**src/rtl/adp_ram.sv**
```systemverilog
`default_nettype none
module adp_ram #(
  parameter int WIDTH = 8,
  parameter int DEPTH = 16
) (
  input  wire logic                     clk,
  input  wire logic                     we,
  input  wire logic [$clog2(DEPTH)-1:0] waddr,
  input  wire logic [WIDTH-1:0]         wdata,
  input  wire logic [$clog2(DEPTH)-1:0] raddr,
  output logic      [WIDTH-1:0]         rdata
);

  logic [WIDTH-1:0] mem [DEPTH];

  always_ff @(posedge clk) begin
    if (we) begin
      mem[waddr] <= wdata;
    end
    rdata <= mem[raddr];
  end

endmodule
`default_nettype wire

```
**config.mk**
```make
export PLATFORM = sky130hd
export DESIGN_NAME = adp_ram
export DESIGN_NICKNAME = d
export VERILOG_FILES = /design/src/rtl/adp_ram.sv
export SDC_FILE = /design/constraint.sdc
export NUM_CORES = 1
export LEC_CHECK = 0
export ABC_CLOCK_PERIOD_IN_PS = 1650
export BUFFER_PORTS_ARGS = -buffer_cell sky130_fd_sc_hd__buf_2
export CORE_UTILIZATION = 40
export CTS_CLUSTER_DIAMETER = 120
export DETAILED_ROUTE_END_ITERATION = 10
export GPL_ROUTABILITY_DRIVEN = 0
export HOLD_SLACK_MARGIN = 0.05
export PLACE_DENSITY = 0.67
export SETUP_SLACK_MARGIN = 0.5
export SLEW_MARGIN = 20
export SYNTH_ARGS = -nofsm -noshare
export SYNTH_HDL_FRONTEND = slang
export SYNTH_SLANG_ARGS = --single-unit
```
**constraint.sdc**
```tcl
create_clock -name clk -period 1.65 [get_ports clk]
set_input_delay 0 -clock clk [delete_from_list [all_inputs] [get_ports clk]]
set_output_delay 0 -clock clk [all_outputs]
set_load 0.1 [all_outputs]
```
---- Word-level counts from Yosys, hierarchy flattened ----
Memories as Yosys holds them, arrays and structs flattened. A register that Yosys moved wholly into a read port is not among the register bits.
Index checks and enable logic that the tools add are counted.
word-level totals
  register bits ........................... 0
  latch bits .............................. 0
  RAM bits ................................ 128
  ROM bits ................................ 0
  output and inout port bits .............. 8
  memories ................................ 1
operators by class
  add/sub/neg operators ................... 0
  multipliers ............................. 0
  divide/modulo/power cells ............... 0
  order comparisons ....................... 0
  equal/unequal tests ..................... 0
  shift operators ......................... 0
  muxes and demuxes ....................... 2
  bitwise operators ....................... 0
  reductions and logical operators ........ 0
memories
  name  words  width  rd ports  clocked after Yosys merged registers in  wr ports  RTL line  source
  mem   16     8      1         1                                        1         14        logic [WIDTH-1:0] mem [DEPTH];
operators by type and width
  cell    number
  $mux 1  2

---- Longest topological paths before layout ----
  depth after elaboration ................. 2
  mapped depth ............................ 5
  mapped depth without buffers ............ 3

---- Worst setup path before layout ----
Ideal clock, no wire load.
  path type ............................... input to register
  from .................................... input port waddr[2]
  to ...................................... memory mem[0][0], enable pin
  arrival time ............................ 1.110 ns
  required time ........................... 1.267 ns
  slack ................................... 0.157 ns
  cell stages on the path ................. 2
  path through ............................ or3b_2 nor3_1
RTL lines
  element             RTL line  source
  start: declaration  8         input wire logic [$clog2(DEPTH)-1:0] waddr,
  end: declaration    14
No word-level cell before the write port.

==> flow_summary.ini <==
[final_layout]
antenna_cells = 0
fin_nets = 310
final_layout_size_suffix_gt1_frac = 0.384
syn_to_final_growth_pct = 23.2
post-route-util = 0.504

[placed_design]
io_buffers = 25
dp_hpwl_um = 6100

[power]
pwr_density_cell_mw_per_mm2 = 1340
power_frac_seq = 0.458
ir_drop_mv = 0.957
power_frac_comb = 0.067
switching_share = 0.207
power_leakage_nw = 2.11
intPower_mw = 6.74
p_clk_frac = 0.475
p_switching_mw = 1.76

[yosys]
yosysWarnings = 0
avgSynthCellArea_um2 = 22.5
ys_seq_area_frac = 0.778
synthCells = 229
synthTopCellsByArea = edfxtp_1 (75%), mux4_2 (7.9%), mux4_1 (7.1%)
synth_seq_cells = 136
synth_cell_type_count = 19
yosysTopAreaCell = edfxtp_1
syn_nets = 247
synth_top_cell_area_share = 0.747
netlist_area_mm2 = 0.00515

[run_status]
status = finished clean

[timing]
rsz0062_at_grt = true
setup_tns_ns = 0
min_period_over_period = 0.753
fin_skew_ns = 0.00702
relSlewSlack = 0.650
min_period_ns = 1.24
slew_violations = 0
final-setup-viol-count = 0
max_freq_mhz = 805
worst_slew_pin_slew_ns = 0.526
hold_viol = 0

[critical_path]
start_kind = flip-flop
startpoint = mem[8][1]$_DFFE_PP_
path_max_fanout = 1
worstPathRequired_ns = 1.94
path_class = reg2reg
timing.rr.start = mem[8][1]$_DFFE_PP_
r2r_slack_ns = 0.41
arrival_ns = 1.53
end_kind = flip-flop

[cts]
htree_num_levels = 4
clock-sinks = 136
cts_buffers = 17
clockBufferDepth = 2
clock_latency_ns = 0.40
clkTransAtPathRegs_ns = 0.06
post_cts_buffers = 0
cts_tree = done
root_buffer = clkbuf_16

[routing]
drt-wirelength-per-cell_um = 20.2
vias = 2399
ant_nets = 0
via_per_inst = 5.03
drc = 0
drt_pre_antenna_iters = 5
drt_iter0_markers = 216
wirelength_um = 9650

[floorplanning]
die_height_um = 115
chipWidth_um = 115
start_util = 0.410
num_io_pins = 26
core-area_mm2 = 0.0126
rows = 41
dieArea_mm2 = 0.0133

[global_routing]
grt_max_degree = 33
grt_use_total = 0.162
grt_overflow = 0
first_global_vias = 2560
antenna_found_initial = 0
grt_pass1_wl_um = 14900

[min_path]
hold_class = in2reg
min_from = waddr[0]

[job]
drv_cap = 0
## cells in the mapped netlist
| master | n |
|---|---|
| edfxtp_1 | 128 |
| mux4_2 | 18 |
| a22oi_1 | 16 |
| mux4_1 | 14 |
| nor2_1 | 13 |
| nand2_1 | 9 |
| dfxtp_1 | 8 |
| nor3_1 | 4 |
| buf_2 | 3 |
| buf_6 | 3 |
| clkdlybuf4s25_2 | 3 |
| nand2b_1 | 2 |
| nand3b_1 | 2 |
| and2_1 | 1 |
| and2b_1 | 1 |
| buf_4 | 1 |
| nand3_1 | 1 |
| nor2b_1 | 1 |
| or3b_2 | 1 |
## cell families (layout without fill, tap and decap cells)
logic type | after synthesis | in the layout | share of synthesized area
muxes | 32 | 32 | 0.150
DFF | 136 | 136 | 0.778
AOI/OAI and AO/OA | 16 | 16 | 0.0233
buffers and inverters | 10 | 86 | 0.0168
and+or+nand+nor | 35 | 35 | 0.0318
## through the flow
step	area, um^2	power [mW]	instances	setup slack (ns)	hold WS, ns
finish	6340	8.50	477	0.408	0.182
global route	6340	8.73	477	0.351	0.193
CTS	6330	8.55	477	0.382	0.167
detailed placement	5570	4.50	437	0.279	0.402
global placement	5570	4.49	437	0.270	0.388
floorplan	5120	4.32	229	0.384	0.0989
## critical path: stages (launching register included)
cell and delay, ns:
edfxtp_1 0.37, mux4_2 0.47, a22oi_2 0.22, nand2_1 0.07
## placed cells by master (no fill, tap or decap), types with 5 or more instances in the layout
| cell type | count |
|---|---|
| a22oi_1 | 8 |
| a22oi_2 | 8 |
| buf_2 | 17 |
| buf_4 | 23 |
| bufinv_16 | 5 |
| clkbuf_16 | 17 |
| dfxtp_1 | 8 |
| dlygate4sd3_1 | 8 |
| edfxtp_1 | 128 |
| mux4_2 | 31 |
| nand2_1 | 9 |
| nor2_1 | 13 |
## power by group through the flow
stage,logic [mW],clock network (mW),registers [mW]
final,0.572,4.04,3.89
after global routing,0.608,4.23,3.90
after CTS,0.575,4.08,3.89
after detailed placement,0.539,0,3.96
after global placement,0.528,0,3.96
after floorplan,0.202,0,4.12
## path summary, 6_finish.rpt
path                    endpoint  cells past startpoint
max             rdata[1]$_DFF_P_                      3
min          mem[0][3]$_DFFE_PP_                      3
max reg2reg     rdata[1]$_DFF_P_                      3
min reg2reg     rdata[0]$_DFF_P_                      3
## sequential cells by signal, indices dropped and copies added, names as in the netlist
name and flops:
mem 128, rdata 8
## area by class of cell
type | count | area [um^2]
sequential | 136 | 4000
tap | 172 | 215
multi-input combinational | 83 | 1060
fill | 992 | 6230
timing repair buffer | 54 | 420
clock inverter | 12 | 200
clock buffer | 20 | 437
## metal layers
metal,wire [um],vias up,global-route usage
li1,-,1090,-
met4,154,0,0.0606
met1,4280,1230,0.213
met5,0,-,0
met2,4710,60,0.259
met3,500,19,0.0465
## timing repair
item | in CTS | in global routing
gates resized for setup | 15 | 4
hold buffers | 8 | 0
hold endpoints to repair | 128 | 0
endpoints found under the setup margin | 13 | 11
pin swaps | 5 | 1
No activity file was read; power rests on OpenSTA's default activity.
