File: src/rtl/adp_pkg.sv
`default_nettype none
package adp_pkg;

  localparam int PARAM_COUNT = 4096;
  localparam int IDX_W       = $clog2(PARAM_COUNT);

  localparam int M_W   = 32;
  localparam int V_W   = 48;
  localparam int MEM_W = M_W + V_W;

  localparam int NUM_W = 88;
  localparam int DIV_W = 49;
  localparam int CNT_W = 7;

  localparam logic [1:0] CFG_LEARNING_RATE = 2'd0;
  localparam logic [1:0] CFG_BETA_FIRST    = 2'd1;
  localparam logic [1:0] CFG_BETA_SECOND   = 2'd2;
  localparam logic [1:0] CFG_EPSILON_TERM  = 2'd3;

  localparam logic [23:0] RST_LEARNING_RATE = 24'd16777;
  localparam logic [15:0] RST_BETA_FIRST    = 16'd58982;
  localparam logic [15:0] RST_BETA_SECOND   = 16'd65470;
  localparam logic [23:0] RST_EPSILON_TERM  = 24'd1;

  localparam logic [32:0] ONE_Q32 = 33'h1_0000_0000;

  typedef enum logic {
    OP_DIV,
    OP_SQRT
  } adp_op_t;

  typedef struct packed {
    logic             go;
    adp_op_t          op;
    logic [CNT_W-1:0] count;
  } adp_cmd_t;

  typedef struct packed {
    logic busy;
    logic done;
  } adp_sts_t;

endpackage
`default_nettype wire

File: src/rtl/adp_shsub.sv
`default_nettype none
module adp_shsub
  import adp_pkg::*;
(
  input  wire logic             clk,
  input  wire logic             rst_n,
  input  wire adp_cmd_t         cmd,
  input  wire logic [NUM_W-1:0] num,
  input  wire logic [DIV_W-1:0] divisor,
  output adp_sts_t              sts,
  output logic      [NUM_W-1:0] result
);

  adp_op_t          op_r;
  logic [NUM_W-1:0] num_r;
  logic [NUM_W-1:0] qt_r;
  logic [DIV_W-1:0] div_r;
  logic [DIV_W-1:0] rem_r;
  logic [CNT_W-1:0] cnt_r;
  logic             busy_r;
  logic             done_r;

  logic [DIV_W:0]   r2;
  logic [DIV_W:0]   sub;
  logic [DIV_W+1:0] diff;
  logic             ge;

  always_comb begin
    if (op_r == OP_DIV) begin
      r2  = {rem_r, num_r[NUM_W-1]};
      sub = {1'b0, div_r};
    end else begin
      r2  = {rem_r[DIV_W-2:0], num_r[NUM_W-1:NUM_W-2]};
      sub = {16'b0, qt_r[31:0], 2'b01};
    end
    diff = {1'b0, r2} - {1'b0, sub};
    ge   = !diff[DIV_W+1];
  end

  always_ff @(posedge clk) begin
    if (!rst_n) begin
      busy_r <= 1'b0;
      done_r <= 1'b0;
      cnt_r  <= '0;
    end else begin
      done_r <= 1'b0;
      if (cmd.go) begin
        op_r   <= cmd.op;
        num_r  <= num;
        div_r  <= divisor;
        rem_r  <= '0;
        qt_r   <= '0;
        cnt_r  <= cmd.count;
        busy_r <= 1'b1;
      end else if (busy_r) begin
        rem_r <= ge ? diff[DIV_W-1:0] : r2[DIV_W-1:0];
        qt_r  <= {qt_r[NUM_W-2:0], ge};
        num_r <= (op_r == OP_DIV) ? {num_r[NUM_W-2:0], 1'b0} : {num_r[NUM_W-3:0], 2'b00};
        cnt_r <= cnt_r - 1'b1;
        if (cnt_r == CNT_W'(1)) begin
          busy_r <= 1'b0;
          done_r <= 1'b1;
        end
      end
    end
  end

  assign sts.busy = busy_r;
  assign sts.done = done_r;
  assign result   = qt_r;

`ifndef NO_ASSERTIONS
  a_go_idle: assert property (@(posedge clk) disable iff (!rst_n) cmd.go |-> !busy_r)
    else $error("start while busy");
  a_done_end: assert property (@(posedge clk) disable iff (!rst_n) done_r |-> $past(busy_r))
    else $error("done without work");
  a_cnt_live: assert property (@(posedge clk) disable iff (!rst_n)
      (busy_r && !cmd.go) |-> (cnt_r != '0))
    else $error("busy with zero count");
`endif

endmodule
`default_nettype wire

File: config.mk
export PLATFORM = sky130hd
export DESIGN_NAME = adp_shsub
export DESIGN_NICKNAME = d
export VERILOG_FILES = /design/src/rtl/adp_pkg.sv /design/src/rtl/adp_shsub.sv
export SDC_FILE = /design/constraint.sdc
export NUM_CORES = 1
export LEC_CHECK = 0
export BUFFER_PORTS_ARGS = -buffer_cell sky130_fd_sc_hd__clkbuf_2
export CAP_MARGIN = 30
export CORE_ASPECT_RATIO = 0.8
export CORE_MARGIN = 2
export CORE_UTILIZATION = 60
export DETAILED_ROUTE_END_ITERATION = 10
export PLACE_DENSITY_LB_ADDON = 0.15
export SLEW_MARGIN = 30
export SYNTH_ARGS = -nofsm -noshare
export SYNTH_HDL_FRONTEND = slang
export SYNTH_SLANG_ARGS = --single-unit
File: constraint.sdc
create_clock -name clk -period 10.65 [get_ports clk]
set_input_delay 1.065 -clock clk [delete_from_list [all_inputs] [get_ports clk]]
set_output_delay 1.065 -clock clk [all_outputs]
set_load 0.01 [all_outputs]
**After elaboration in Yosys (flattened, before gate mapping)**

Index checks and enable logic that the tools add are counted.

- Equality and inequality tests: 1
- Bitwise logic cells: 2
- Multiplexer cells: 14
- Reduce and logical (&&, ||, !) cells: 5
- Add/sub/neg operators: 2

Operators with widths:

| cell | number |
|---|---|
| 2-to-1 mux 88 bit | 4 |
| 2-to-1 mux 49 bit | 3 |
| subtractor 50 x 50 -> 51 bit | 1 |
| 2-to-1 mux 50 bit | 1 |
| 2-to-1 mux 7 bit | 2 |
| == test 7 x 1 -> 1 bit, second input constant | 1 |
| subtractor 7 x 1 -> 7 bit, second input constant | 1 |
| 2-to-1 mux 1 bit | 4 |
| AND reduction 2 bit | 2 |
| OR reduction 3 bit | 1 |
| inverter 1 bit | 2 |
| nonzero test 2 bit | 1 |
| zero test 1 bit | 1 |

- Flip-flop bits (word level): 284
- Bits of input ports: 148
- Output and inout bits: 90

**Longest topological paths before layout**

Gate-level depths: netlist of the first run.

- Word-level depth: 4
- Mapped depth: 18
- Gate-level depth less buffers: 12

**Worst setup path after synthesis of the first run**

OpenSTA, ideal clock, no wires.

- Kind: input port to flip-flop
- Start point: in cmd[8] (netlist name)
- End point: reg num_r[0] (enable)
- Required time: 10.043 ns
- Stages on the path: 3
- Library setup time: 0.607 ns
- Data arrival time: 6.613 ns
- Slack: 3.430 ns
- Cells stage by stage: clkbuf_1 -> clkbuf_1 -> o21a_1

- Word-level cells in the longest chain between the ends: 2

RTL lines:

| item | RTL line | text |
|---|---|---|
| start, declared | adp_shsub.sv:7 | `input wire adp_cmd_t cmd,` |
| nonzero test 2 bit (no source line) | -- |  |
| AND reduction 2 bit (no source line) | -- |  |
| end signal, assigned | adp_shsub.sv:49 | `num_r <= num;` |
| end signal, assigned | adp_shsub.sv:58 | `num_r <= (op_r == OP_DIV) ? {num_r[NUM_W-2:0], 1'b0} : {num_r[NUM_W-3:0], 2'b00};` |
| end, declared | adp_shsub.sv:15 | `logic [NUM_W-1:0] num_r;` |

No other way between the ends.
A chain may end at the register's enable or synchronous reset.

**Final worst setup path of the first run**

- Start point: reg op_r
- End point: reg rem_r[33] (data pin)

- Word-level cells in the longest chain between the ends: 4
- Elaborated cells on any way between the ends: 5

RTL lines:

| item | RTL line | text |
|---|---|---|
| start, declared | adp_shsub.sv:14 | `adp_op_t op_r;` |
| start signal, assigned | adp_shsub.sv:48 | `op_r <= cmd.op;` |
| 2-to-1 mux 50 bit or 2-to-1 mux 49 bit (tied branches) | adp_shsub.sv:29 | `if (op_r == OP_DIV) begin` |
| subtractor 50 x 50 -> 51 bit | adp_shsub.sv:36 | `diff = {1'b0, r2} - {1'b0, sub};` |
| 2-to-1 mux 49 bit * | adp_shsub.sv:56 | `rem_r <= ge ? diff[DIV_W-1:0] : r2[DIV_W-1:0];` |
| 2-to-1 mux 49 bit * | adp_shsub.sv:55 | `end else if (busy_r) begin` |
| end signal, assigned | adp_shsub.sv:56 |  |
| end, declared | adp_shsub.sv:18 | `logic [DIV_W-1:0] rem_r;` |

Mark *: on every way between the ends. The rest lies on a longest branch, timed or not. The select of a mux whose other input is x is not followed.

==> results.json, run 1 <==
{
  "clock_power_share_pct": 31.5,
  "tightestPinTransition_ps": 918,
  "dr.first_iter.drc_count": 889,
  "wl_per_cell_microns": 17.3,
  "holdCritPathClass": "reg2reg",
  "die_w_microns": 185,
  "ios": 238,
  "yosys.area.top_type_share_pct": 52.5,
  "clock_skew_ps": 15.2,
  "crit_fanout": 62,
  "overflow": 0,
  "crit_type": "reg2reg",
  "cts_setup_buffers": 0,
  "slew_headroom_pct": 38.8,
  "leakage_nw": 7.54,
  "clkLatencyLatePin_ps": 550,
  "area_growth_pct": 14.8,
  "htreeDepth": 1,
  "ys.flop_type": "edfxtp_1",
  "required_ps": 11010,
  "finalHoldViolations": 0,
  "syn_inst": 1367,
  "routed_wl_microns": 33400,
  "place.gp.congestion": 0.889,
  "maxCapViolCount": 0,
  "period_share_pct": 53.7,
  "startpoint": "op_r",
  "cp_common_cell": "buf_4",
  "syn_area_per_cell_sq_um": 11.5,
  "die_area_sq_um": 27500,
  "postPlaceCellArea_sq_um": 17100,
  "hp-start": "cnt_r[6]",
  "grt_pass1_vias": 10500,
  "yosysTopAreaCell": "edfxtp_1",
  "drive_gt1_share_pct": 22.3,
  "post_drt_via_cell_ratio": 5.75,
  "cts_inserted_buffers": 29,
  "io_buffers": 237,
  "status": "finished, final reports clean",
  "startpoint_type": "flop",
  "critical_path.top_delay_family": "compound AO/OA/AOI/OAI gates",
  "syn-num-nets": 1567,
  "path_buf_inv": 3,
  "track_usage_pct": 23.6,
  "clock_path_buffers": 3,
  "ctsResizeCount": 0,
  "die_h_microns": 149,
  "grt_antenna_before_repair": 0,
  "cts_tree": "built",
  "core_sq_um": 25500,
  "instances_no_fill": 1933,
  "synthDistinctLibCells": 58,
  "start_util_pct": 61.7,
  "design_area_sq_um": 18100,
  "slowest_delay_ps": 730,
  "fin_nets": 1762,
  "synthArstFlopShare_pct": 0,
  "finish.utilization_pct": 70.8,
  "grt_max_degree": 171,
  "antenna_left": 0,
  "grt_pass1_wl_microns": 52600,
  "period_needed_ps": 5720,
  "yosys_warnings": 0,
  "critical_path.cell_chain": "buf_8 > buf_4 > mux2_2 > ha_1 > nand2_1 > o21ai_0 > a22oi_1 > a21oi_1 > nor3_2 > o41ai_2 > a31o_2 > buf_4 > nand2b_1 > o22ai_1",
  "crit-reg2reg-launch": "op_r",
  "crit_arrival_ps": 6080,
  "yosysSeqAreaShare_pct": 53.6,
  "ys_seq_elements": 284,
  "cts_hold_buf": 0,
  "power.internal_mw": 2.36,
  "tns_ps": 0,
  "cts_num_sinks": 284,
  "synth_edf_count": 275,
  "rows": 52,
  "power_switching_uw": 976,
  "total_power_mw": 3.33,
  "vdd.ir_drop.worst_mv": 0.140,
  "vias": 11100,
  "drc": 0,
  "fmax_mhz": 175,
  "power.density_nw_per_um2": 185,
  "grt_setup_unrepaired": "false",
  "place_inst": 1882,
  "hpwl_microns": 22600,
  "synth_area_leaders": "edfxtp_1 (52%), mux2i_1 (9.7%), ha_1 (4.1%)",
  "p_comb_share_pct": 26.4,
  "setup-violations-final": 0,
  "drv_slew": 0,
  "netlist_area_sq_um": 15700,
  "dr.pass1.iters": 5,
  "cts_root_buf": "clkbuf_16",
  "clk_pin_slew_ps": 60,
  "swShare_pct": 29.3,
  "endpoint_kind": "flop",
  "seq_power_share_pct": 42.0,
  "slowest_stage": "edfxtp_1",
  "n_antenna_cell": 0
}
## tightest hold or removal path: stages (launching register included)
cell and delay [ps]:
dfxtp_1 350, nor4b_1 70, nor2b_1 90
## power groups by stage
stage | clock network (mW) | logic (mW) | registers [mW]
2_1_floorplan | 0 | 0.675 | 1.43
3_3_place_gp | 0 | 0.845 | 1.42
3_5_place_dp | 0 | 0.868 | 1.42
4_1_cts | 1.07 | 0.875 | 1.40
5_1_grt | 1.10 | 0.971 | 1.41
6_report | 1.05 | 0.882 | 1.40
## per-layer routing
layer	wire, microns	GRT usage [%]	vias up
met2	14300	35.3	411
met1	15800	35.7	5241
met4	854	6.55	0
li1	-	-	5407
met5	0	0	-
met3	2460	3.88	58
## cell families after synthesis
| family | Yosys count | synth area share, % |
|---|---|---|
| adders and majority gates | 52 | 4.18 |
| and+or+nand+nor | 404 | 12.7 |
| muxes | 200 | 13.1 |
| DFF | 284 | 53.6 |
| xor gates and xnor gates | 45 | 2.51 |
| AOI/OAI and AO/OA | 286 | 11.1 |
| buffers and inverters | 96 | 2.74 |
## layout by cell type (no fill, tap or decap), drive strengths merged, types with 48 or more instances in the layout
cell    netlist  layout
mux2         48      48
nand2       135     135
mux2i       152     152
clkbuf       59     278
o21ai       127     127
nor2         70      70
a21oi        55      55
ha           51      51
edfxtp      275     275
nor2b        94      94
## worst paths after layout
path | to | slack (ps) | cells past startpoint
hold reg to reg | busy_r | 540 | 2
setup / recovery | rem_r[33] | 4930 | 14
hold / removal | busy_r | 540 | 2
setup reg to reg | rem_r[33] | 4930 | 14
## cell type report
| type | instances | area (sq um) |
|---|---|---|
| Clock inverter | 9 | 153 |
| Sequential cell | 284 | 8440 |
| Tap cell | 351 | 439 |
| Clock buffer | 42 | 825 |
| Multi-Input combinational cell | 987 | 6870 |
| Timing Repair Buffer | 246 | 1280 |
| Inverter | 14 | 52.6 |
| Fill cell | 1889 | 7440 |
## state kept, by name, summed over array words and instances, names as in the netlist
signal / cells
cnt_r: 7
result: 88
busy_r: 1
num_r: 88
div_r: 49
done_r: 1
op_r: 1
rem_r: 49
## cell usage after synthesis (6+ instances only)
library cell  instances
edfxtp_1            275
xnor2_1              23
a31oi_1              10
and3_1               14
clkbuf_1             59
nor3_1                6
and2_1               12
inv_1                14
dfxtp_1               9
nand3_1              19
nand4_1               6
o211ai_1              6
mux2i_1             152
o21ai_0             127
a211oi_2              6
a21o_1               31
buf_2                 6
nand2_1             135
nor2_1               70
ha_1                 51
mux2_2               48
xor2_1               22
nor2b_1              94
nand2b_1             32
buf_1                 9
a21oi_1              55
o21a_1               13
## through the flow
stage,hold WS (ps),setup slack (ps)
after floorplan,497,3430
after global placement,520,5060
after detailed placement,540,5080
after CTS,546,5010
after global routing,566,4590
final,545,4930
(Power assumes the default switching activity.)
==> inputs of run 2 (changes only) <==
CORE_UTILIZATION = 58   (was 60)
clock period = 5.3 ns   (was 10.65 ns; I/O delays follow)
==> run 2 against run 1 <==
Cell count up 1.1%. Global-route usage decreased by 0.57 points. Sequential share of layout area decreased by 0.53 points. Design area grew 1.2%. Non-clock buffer count rose by 13. Clock power up 110%. Count of clock-buffer cells in the layout decreased by 8. First-iteration DRC count fell by 10%.
==> results.json, run 2 (synthesis results as in run 1) <==
{
  "clock_power_share_pct": 32.8,
  "drc": 0,
  "core_sq_um": 26500,
  "power.internal_mw": 4.88,
  "startpoint_type": "flop",
  "total_power_mw": 6.83,
  "rows": 53,
  "pre_cts_ws_ps": 850,
  "clock_path_buffers": 3,
  "met1_usage_pct": 35.4,
  "n_antenna_cell": 0,
  "critical_path.top_delay_family": "compound AO/OA/AOI/OAI gates",
  "die_area_sq_um": 28500,
  "drv_slew": 0,
  "post_drt_via_cell_ratio": 5.70,
  "wl_per_cell_microns": 17.0,
  "cts_num_sinks": 284,
  "cts_hold_buf": 0,
  "period_share_pct": 86.6,
  "postPlaceCellArea_sq_um": 17200,
  "seq_power_share_pct": 41.2,
  "clk_pin_slew_ps": 60,
  "cp_common_cell": "o21ai_0",
  "leakage_nw": 7.65,
  "grt_use_met3_pct": 3.52,
  "crit_type": "reg2reg",
  "setup-violations-final": 0,
  "cts_tree": "built",
  "crit-reg2reg-launch": "op_r",
  "vias": 11100,
  "io_buffers": 237,
  "ctsResizeCount": 0,
  "start_util_pct": 59.5,
  "cts_inserted_buffers": 30,
  "r2r_cells": 12,
  "place.gp.congestion": 0.952,
  "grt_pass1_vias": 10500,
  "dr.first_iter.drc_count": 797,
  "swShare_pct": 28.6,
  "whs_path_depth": 1,
  "maxCapViolCount": 0,
  "cts_root_buf": "clkbuf_16",
  "finalWorstSetupSlack_ps": 711,
  "fin_nets": 1776,
  "clkLatencyLatePin_ps": 550,
  "whs_endpoint": "div_r[35]",
  "die_w_microns": 188,
  "dr.pass1.iters": 5,
  "routed_wl_microns": 33300,
  "finish.utilization_pct": 69.0,
  "fmax_mhz": 218,
  "power_switching_mw": 1.96,
  "finalHoldViolations": 0,
  "power.density_nw_per_um2": 374,
  "p_comb_share_pct": 26.0,
  "grt_setup_unrepaired": "false",
  "design_area_sq_um": 18300,
  "grt_util_met2_pct": 35.0,
  "vdd.ir_drop.worst_mv": 0.265,
  "required_ps": 5560,
  "crit_arrival_ps": 4850,
  "path_buf_inv": 1,
  "die_h_microns": 151,
  "grt-busiest-layer": "met1",
  "slowest_stage": "edfxtp_1",
  "drive_gt1_share_pct": 22.8,
  "slowest_delay_ps": 800,
  "grt_max_degree": 158,
  "area_growth_pct": 16.1,
  "ios": 238,
  "track_usage_pct": 23.0,
  "endpoint_kind": "flop",
  "final_cell_mix": "edfxtp_1 (275), clkbuf_2 (236), mux2i_1 (152)",
  "final_common_cell": "edfxtp_1",
  "r2r-end": "rem_r[48]",
  "htreeDepth": 1,
  "r2r_slack_ps": 710,
  "overflow": 0,
  "critical_path.cell_chain": "buf_4 > mux2_2 > ha_1 > nand2_1 > o21ai_0 > o31ai_1 > a21oi_1 > o21ai_0 > a211oi_1 > o221ai_1 > o21ai_0 > a21oi_1",
  "hpwl_microns": 23300,
  "hp-start": "divisor[35]",
  "tns_ps": 0,
  "period_needed_ps": 4590,
  "grt_pass1_wl_microns": 53200,
  "cts_setup_buffers": 0,
  "slew_headroom_pct": 41.5,
  "crit_fanout": 12,
  "antenna_left": 0,
  "grt_antenna_before_repair": 0,
  "tightestPinTransition_ps": 878,
  "clock_skew_ps": 14.3,
  "status": "finished, final reports clean",
  "holdCritPathClass": "in2reg"
}
## run 2: cell types whose count changed in the layout (fill, tap and decap cells not counted)
cell        before  now
clkbuf_8         5    1
inv_8            1    0
buf_12           1    2
clkinv_2         2    1
clkinvlp_4       1    0
buf_4            7   19
bufinv_16        4    7
clkbuf_1         8    3
clkinv_1         1   10
clkinv_4         0    2
buf_8            2    0
clkbuf_16       29   31
buf_16           0    1
## run 2: worst max-delay path by stage
stage / start / end / slack, ps / depth (start not counted)
4_1_cts: op_r / rem_r[42] / 790 / 13
6_report: op_r / rem_r[48] / 710 / 12
5_1_grt: op_r / rem_r[48] / 480 / 12
3_3_place_gp: op_r / rem_r[28] / 900 / 13
3_5_place_dp: op_r / rem_r[34] / 850 / 13
2_1_floorplan: op_r / rem_r[11] / 840 / 17
## run 2: per-layer routing
layer / part of all wire (%) / vias up
met5: 0 / -
met1: 48 / 5287
li1: - / 5449
met2: 43 / 378
met4: 1.4 / 0
met3: 6.9 / 33
## run 2: metrics by stage
| step | hold WS, ps | instances |
|---|---|---|
| final | 154 | 1955 |
| after global routing | 130 | 1955 |
| after CTS | 130 | 1955 |
| after detailed placement | 555 | 1901 |
| after global placement | 526 | 1900 |
| after floorplan | 497 | 1367 |
## run 2: power groups by stage
stage	clock network, mW	logic (mW)	registers (mW)
after global routing	2.37	1.97	2.83
final	2.24	1.78	2.81
after detailed placement	0	1.75	2.86
after floorplan	0	1.36	2.85
after global placement	0	1.72	2.85
after CTS	2.28	1.76	2.81
## run 2: layout make-up
class | count | area [sq um]
Clock buffer | 34 | 787
Clock inverter | 20 | 270
Fill cell | 2047 | 8190
Inverter | 14 | 52.6
Multi-Input combinational cell | 987 | 6870
Sequential cell | 284 | 8440
Tap cell | 357 | 447
Timing Repair Buffer | 259 | 1410
## run 2: worst register-to-register path, delay by kind of cell (launching register included)
family	cells	cell delay, ps
buffers and inverters	1	320
flip-flops	1	800
AND/OR/NAND/NOR	1	130
adder cells (fa/ha/maj)	1	400
AO/OA/AOI/OAI	8	2290
multiplexers	1	370
